### config.mk
export PLATFORM = sky130hd
export DESIGN_NAME = greedy_note_dispenser_core
export DESIGN_NICKNAME = d
export VERILOG_FILES = /design/src/hdl/gnd_pkg.sv /design/src/hdl/greedy_note_dispenser_core.sv
export SDC_FILE = /design/constraint.sdc
export NUM_CORES = 2
export LEC_CHECK = 0
export BUFFER_PORTS_ARGS = -buffer_cell sky130_fd_sc_hd__buf_2
export CORE_UTILIZATION = 45
export DETAILED_ROUTE_END_ITERATION = 12
export PLACE_DENSITY = 0.67
export RECOVER_POWER = 100
export SYNTH_ARGS = -nofsm -noshare
export SYNTH_HDL_FRONTEND = slang
export SYNTH_SLANG_ARGS = --single-unit
### constraint.sdc
create_clock -name clk -period 28.5 [get_ports clk]
set_clock_uncertainty 0.05 [all_clocks]
set_input_delay 7.125 -clock clk [delete_from_list [all_inputs] [get_ports clk]]
set_output_delay 7.125 -clock clk [all_outputs]
set_load 0.005 [all_outputs]
### src/hdl/gnd_pkg.sv
package gnd_pkg;

  localparam int NOTE_KINDS  = 8;
  localparam int KIND_W      = 3;
  localparam int AMOUNT_W    = 18;
  localparam int STOCK_W     = 14;
  localparam int VALUE_W     = 9;
  localparam int RECIP_W     = 25;
  localparam int RECIP_SHIFT = 24;

  localparam logic [AMOUNT_W-1:0] TOTAL_RESET = 18'd173600;
  localparam logic [KIND_W-1:0]   KIND_LAST   = 3'd7;

  typedef logic [KIND_W-1:0] kind_t;

  typedef enum logic [2:0] {
    ST_IDLE,
    ST_MUL,
    ST_EST,
    ST_TAKE,
    ST_DONE
  } state_t;

  function automatic logic [VALUE_W-1:0] note_value(kind_t k);
    logic [VALUE_W-1:0] v;
    unique case (k)
      3'd0: v = 9'd500;
      3'd1: v = 9'd150;
      3'd2: v = 9'd50;
      3'd3: v = 9'd20;
      3'd4: v = 9'd10;
      3'd5: v = 9'd5;
      3'd6: v = 9'd2;
      3'd7: v = 9'd1;
    endcase
    return v;
  endfunction

  function automatic logic [RECIP_W-1:0] note_recip(kind_t k);
    logic [RECIP_W-1:0] m;
    unique case (k)
      3'd0: m = 25'd33554;
      3'd1: m = 25'd111848;
      3'd2: m = 25'd335544;
      3'd3: m = 25'd838860;
      3'd4: m = 25'd1677721;
      3'd5: m = 25'd3355443;
      3'd6: m = 25'd8388608;
      3'd7: m = 25'd16777216;
    endcase
    return m;
  endfunction

  function automatic logic [STOCK_W-1:0] stock_reset(kind_t k);
    logic [STOCK_W-1:0] s;
    unique case (k)
      3'd0: s = 14'd100;
      3'd1: s = 14'd200;
      3'd2: s = 14'd400;
      3'd3: s = 14'd800;
      3'd4: s = 14'd1600;
      3'd5: s = 14'd3200;
      3'd6: s = 14'd6400;
      3'd7: s = 14'd12800;
    endcase
    return s;
  endfunction

endpackage

### src/hdl/greedy_note_dispenser_core.sv
// Cash dispenser core with a stock of notes in eight values (500, 150, 50, 20, 10, 5, 2, 1).
// Each amount transaction is refused when the stock value is below it; otherwise notes are
// taken greedily from the largest value down, limited by stock, and the unpaid rest is
// reported as shortfall (notes already taken stay taken). The stock lives in an 8-entry
// memory with a registered read; each note value goes through a reciprocal multiply,
// a back-multiply with memory read data and a correct/limit/write back, while a refused
// amount skips the walk. A new amount is accepted while the previous result still waits in
// the output register.
module greedy_note_dispenser_core (
  input  logic                           clk,
  input  logic                           rst,
  input  logic                           in_valid,
  output logic                           in_stall,
  input  logic [gnd_pkg::AMOUNT_W-1:0]   amount,
  output logic                           out_valid,
  input  logic                           out_stall,
  output logic                           granted,
  output logic [6:0]                     count_500,
  output logic [7:0]                     count_150,
  output logic [8:0]                     count_50,
  output logic [9:0]                     count_20,
  output logic [10:0]                    count_10,
  output logic [11:0]                    count_5,
  output logic [12:0]                    count_2,
  output logic [13:0]                    count_1,
  output logic [gnd_pkg::AMOUNT_W-1:0]   shortfall
);

  gnd_pkg::state_t state, state_next;

  logic [gnd_pkg::AMOUNT_W-1:0] amount_r;
  logic [gnd_pkg::AMOUNT_W-1:0] rest;
  logic [gnd_pkg::AMOUNT_W-1:0] total;
  logic [gnd_pkg::AMOUNT_W-1:0] q_est;
  logic [gnd_pkg::AMOUNT_W-1:0] qv;
  logic [gnd_pkg::AMOUNT_W-1:0] sv;
  logic [gnd_pkg::STOCK_W-1:0]  stock_cur;
  gnd_pkg::kind_t               kind;
  logic                         granted_r;
  logic [gnd_pkg::STOCK_W-1:0]  count [gnd_pkg::NOTE_KINDS];

  logic [gnd_pkg::STOCK_W-1:0]    stock_mem [gnd_pkg::NOTE_KINDS];
  logic [gnd_pkg::NOTE_KINDS-1:0] stock_vld;
  logic [gnd_pkg::STOCK_W-1:0]    rd_data;
  logic                           rd_vld;

  logic                                                  accept;
  logic                                                  refuse;
  logic                                                  load_out;
  logic [gnd_pkg::VALUE_W-1:0]                           value;
  logic [gnd_pkg::AMOUNT_W+gnd_pkg::RECIP_W-1:0]         prod;
  logic [gnd_pkg::AMOUNT_W+gnd_pkg::VALUE_W-1:0]         qv_full;
  logic [gnd_pkg::AMOUNT_W+gnd_pkg::VALUE_W-1:0]         sv_full;
  logic [gnd_pkg::STOCK_W-1:0]                           stock_now;
  logic [gnd_pkg::AMOUNT_W-1:0]                          r;
  logic                                                  fix;
  logic [gnd_pkg::AMOUNT_W-1:0]                          q_fix;
  logic [gnd_pkg::AMOUNT_W-1:0]                          r_fix;
  logic                                                  over;
  logic [gnd_pkg::STOCK_W-1:0]                           take;
  logic [gnd_pkg::AMOUNT_W-1:0]                          rest_next;

  assign accept   = in_valid && !in_stall;
  assign refuse   = total < amount;
  assign load_out = (state == gnd_pkg::ST_DONE) && (!out_valid || !out_stall);
  assign value    = gnd_pkg::note_value(kind);

  assign prod      = {{gnd_pkg::RECIP_W{1'b0}}, rest}
                   * {{gnd_pkg::AMOUNT_W{1'b0}}, gnd_pkg::note_recip(kind)};
  assign stock_now = rd_vld ? rd_data : gnd_pkg::stock_reset(kind);
  assign qv_full   = {{gnd_pkg::VALUE_W{1'b0}}, q_est}
                   * {{gnd_pkg::AMOUNT_W{1'b0}}, value};
  assign sv_full   = {{(gnd_pkg::AMOUNT_W+gnd_pkg::VALUE_W-gnd_pkg::STOCK_W){1'b0}}, stock_now}
                   * {{gnd_pkg::AMOUNT_W{1'b0}}, value};

  assign r         = rest - qv;
  assign fix       = r >= {{(gnd_pkg::AMOUNT_W-gnd_pkg::VALUE_W){1'b0}}, value};
  assign q_fix     = q_est + {{(gnd_pkg::AMOUNT_W-1){1'b0}}, fix};
  assign r_fix     = fix ? r - {{(gnd_pkg::AMOUNT_W-gnd_pkg::VALUE_W){1'b0}}, value} : r;
  assign over      = q_fix > {{(gnd_pkg::AMOUNT_W-gnd_pkg::STOCK_W){1'b0}}, stock_cur};
  assign take      = over ? stock_cur : q_fix[gnd_pkg::STOCK_W-1:0];
  assign rest_next = over ? rest - sv : r_fix;

  always_ff @(posedge clk) begin
    if (rst) begin
      state <= gnd_pkg::ST_IDLE;
    end else begin
      state <= state_next;
    end
  end

  always_comb begin
    state_next = state;
    in_stall   = 1'b1;
    unique case (state)
      gnd_pkg::ST_IDLE: begin
        in_stall = 1'b0;
        if (in_valid) begin
          state_next = refuse ? gnd_pkg::ST_DONE : gnd_pkg::ST_MUL;
        end
      end
      gnd_pkg::ST_MUL: state_next = gnd_pkg::ST_EST;
      gnd_pkg::ST_EST: state_next = gnd_pkg::ST_TAKE;
      gnd_pkg::ST_TAKE: begin
        state_next = (kind == gnd_pkg::KIND_LAST) ? gnd_pkg::ST_DONE : gnd_pkg::ST_MUL;
      end
      gnd_pkg::ST_DONE: begin
        if (!out_valid || !out_stall) begin
          state_next = gnd_pkg::ST_IDLE;
        end
      end
      default: state_next = gnd_pkg::ST_IDLE;
    endcase
  end

  always_ff @(posedge clk) begin
    if (state == gnd_pkg::ST_MUL) begin
      rd_data <= stock_mem[kind];
    end
    if (state == gnd_pkg::ST_TAKE) begin
      stock_mem[kind] <= stock_cur - take;
    end
  end

  always_ff @(posedge clk) begin
    if (rst) begin
      stock_vld <= '0;
      total     <= gnd_pkg::TOTAL_RESET;
      out_valid <= 1'b0;
    end else begin
      if (state == gnd_pkg::ST_TAKE) begin
        stock_vld[kind] <= 1'b1;
      end
      if (load_out && granted_r) begin
        total <= total - amount_r + rest;
      end
      if (load_out) begin
        out_valid <= 1'b1;
      end else if (!out_stall) begin
        out_valid <= 1'b0;
      end
    end
  end

  always_ff @(posedge clk) begin
    if (state == gnd_pkg::ST_MUL) begin
      rd_vld <= stock_vld[kind];
    end
  end

  always_ff @(posedge clk) begin
    unique case (state)
      gnd_pkg::ST_IDLE: begin
        if (accept) begin
          amount_r  <= amount;
          kind      <= '0;
          granted_r <= !refuse;
          rest      <= refuse ? '0 : amount;
          for (int i = 0; i < gnd_pkg::NOTE_KINDS; i++) begin
            count[i] <= '0;
          end
        end
      end
      gnd_pkg::ST_MUL: begin
        q_est <= prod[gnd_pkg::RECIP_SHIFT +: gnd_pkg::AMOUNT_W];
      end
      gnd_pkg::ST_EST: begin
        qv        <= qv_full[gnd_pkg::AMOUNT_W-1:0];
        sv        <= sv_full[gnd_pkg::AMOUNT_W-1:0];
        stock_cur <= stock_now;
      end
      gnd_pkg::ST_TAKE: begin
        rest        <= rest_next;
        count[kind] <= take;
        kind        <= kind + 1'b1;
      end
      gnd_pkg::ST_DONE: begin
        if (load_out) begin
          granted   <= granted_r;
          count_500 <= count[0][6:0];
          count_150 <= count[1][7:0];
          count_50  <= count[2][8:0];
          count_20  <= count[3][9:0];
          count_10  <= count[4][10:0];
          count_5   <= count[5][11:0];
          count_2   <= count[6][12:0];
          count_1   <= count[7][13:0];
          shortfall <= rest;
        end
      end
      default: begin
      end
    endcase
  end

  a_refuse_skips_walk: assert property (@(posedge clk) disable iff (rst)
    (accept && refuse) |=> (state == gnd_pkg::ST_DONE) && !granted_r && (rest == '0))
    else $error("refused transaction entered the note walk");

  a_refused_result_zero: assert property (@(posedge clk) disable iff (rst)
    (out_valid && !granted) |-> (shortfall == '0) && (count_1 == '0) && (count_500 == '0))
    else $error("refused result carries nonzero fields");

  a_total_bounded: assert property (@(posedge clk) disable iff (rst)
    total <= gnd_pkg::TOTAL_RESET)
    else $error("stock value above its reset value");

  a_take_within_stock: assert property (@(posedge clk) disable iff (rst)
    (state == gnd_pkg::ST_TAKE) |-> (take <= stock_cur) && (rest_next <= rest))
    else $error("note count exceeds stock or rest grew");

  a_walk_advances: assert property (@(posedge clk) disable iff (rst)
    (state == gnd_pkg::ST_TAKE && kind != gnd_pkg::KIND_LAST) |=>
      (state == gnd_pkg::ST_MUL) && (kind == $past(kind) + 1'b1))
    else $error("note walk skipped a value");

endmodule

==> impl_metrics.toml <==
[status]
status = "finished with violations"
violations = "max-capacitance violations, max-slew violations"

[clocking]
cts_buffers = 52
cts-root-buf = "clkbuf_16"
clk_path_buf_depth = 3
cts_resized = 0
post_cts_buffers = 0
clk_latency_ps = 650
htree_levels = 2
clk_pin_slew_ps = 60
hold_buffers = 0
cts.sinks = 488
cts_tree = "built"

[worst_setup_path]
critPathKind = "in -> reg"
worst_path_largest_cell_delay_ps = 2560
crit_fanout = 65
cp_slowest_cell = "clkbuf_1"
cp.required_ps = 28630
path_buf_inv = 3
cpLargestDelayFamily = "buffers and inverters"
path_cells = "clkbuf_1, a21oi_1, clkbuf_1, clkbuf_1"
crit_arrival_ps = 12770
crit_top_cell = "clkbuf_1"
cp-start-kind = "input pin"
end_kind = "flop"

[layout]
final_common_cell = "inv_1"
layout_common_cells = "829 x inv_1, 526 x fa_1, 424 x nand2_1, 422 x edfxtp_1, 288 x ha_1"
drive_gt1_share_pct = 4.54
nets = 4863
final_area_mm2 = 0.0451
area_growth_syn_to_layout_pct = 8.10

[sta]
relSlewSlack_pct = -133
layout_min_cycle_time_ps = 12640
timing.setup.tns_ps = 0
slew_viol_final = 445
hold_viol_final = 0
fmaxAchievable_ghz = 0.0791
period_share_pct = 44.4
setup_violations = 0
grt_setup_unrepaired = "false"
tightest_slew_ps = 3500

[yosys]
ys_types = 86
yosys_warnings = 0
syn_inst = 3935
yosys.area.top_type = "edfxtp_1"
synth_edf_count = 422
ys.flop_type = "edfxtp_1"
syn-mean-instance-area_um2 = 10.6
synth.top_cell.area_share_pct = 30.4
synth_nets = 4771
ys_top_cells_by_area = "edfxtp_1 30%, fa_1 25%, ha_1 8.6%"
ys_seq_area_share_pct = 33.6
synth_area_mm2 = 0.0417
synth-async-reset-ratio_pct = 0
ys_seq_elements = 488

[placed_design]
dpl_cell_area_mm2 = 0.0437
place_congestion = 0.924
hpwl_um = 82200
io_buffers = 126

[floorplanning]
ios = 127
die_x_um = 306
start_util_pct = 45.5
die_h_um = 306
fp.dieArea_mm2 = 0.0939
num_rows = 111
core_area_mm2 = 0.0917

[grt]
track_usage_pct = 23.2
grt_max_degree = 66
antenna_found_initial = 6
grt-ovfl-total = 0
grt_pass1_wl_um = 166000
grt_pass1_vias = 28700

[route]
vias = 27900
drt_wl_total_um = 106000
drc = 0
wl_per_cell_um = 20.2
drt_first_pass_iters = 6
drtIter0Drc = 2313
ant_nets = 0
routed_via_density = 5.31

[worst_hold_path]
hp-class = "reg -> reg"

[job]
max_cap_viol_count = 16
[layer usage]
metal	global-route usage (%)	vias to the layer above	routed length (um)
met5	0	-	38
met1	30.4	14200	44100
li1	-	12700	-
met2	39.2	839	52100
met4	8.08	6	3850
met3	3.55	199	6330
[path summary, 6_finish.rpt]
check | from | end | slack [ps] | cells after the start
max | out_stall | count_500[5] | 15860 | 4
min | count[7][11] | count_1[11] | 350 | 0
max reg2reg | rest[1] | stock_mem[6][13] | 16240 | 38
min reg2reg | count[7][11] | count_1[11] | 350 | 0
[flip-flops by register name, summed over array words and instances, names as in the netlist, 9 cells and up, named ones only]
| register | flops |
|---|---|
| count_10 | 11 |
| qv | 18 |
| stock_cur | 14 |
| q_est | 18 |
| rest | 18 |
| count_20 | 10 |
| total | 18 |
| count_50 | 9 |
| count_1 | 14 |
| stock_mem | 112 |
| count | 84 |
| sv | 18 |
| amount_r | 18 |
| count_2 | 13 |
| shortfall | 18 |
| count_5 | 12 |
| rd_data | 14 |
[metrics by stage]
step	setup slack [ps]	cells	utilization [%]	hold slack, ps
2_1_floorplan	14580	3935	-	350
3_3_place_gp	17730	5159	47.6	351
3_5_place_dp	17430	5159	47.6	355
4_1_cts	17360	5257	49.5	352
5_1_grt	15310	5257	49.2	356
6_report	15860	5259	49.2	347
[synth_stat cells (all sizes together) (13+ instances only)]
cell      n
a21o     44
a21oi   121
and2    246
and3     26
buf      15
clkbuf  122
dfxtp    66
edfxtp  422
fa      526
ha      288
inv     829
mux2     25
mux4     30
nand2   424
nand2b   13
nand3    24
nand4    16
nor2    239
nor2b    22
nor3     34
o21a     20
o21ai    77
xnor2    98
xor2     41
[layout make-up]
cell class              count  area, um^2
fillers                  8288       46600
multi-input cells        2480       24000
flip-flops and latches    488       14000
inverters                 830        3120
well taps                1186        1480
clock buffers              67        1390
repair buffers            175         766
clock inverters            31         300
diodes                      2        5.00
[cell families after synthesis]
group,synth area share [%]
AOI/OAI and AO/OA,5.91
xor gates and xnor gates,2.97
adders and majority gates,34.0
buffers and inverters,8.75
DFF,33.6
muxes,2.56
and+or+nand+nor,12.3
Power is not shown: default switching activity piles up to over one toggle a cycle in this logic, so the estimate is an artifact.
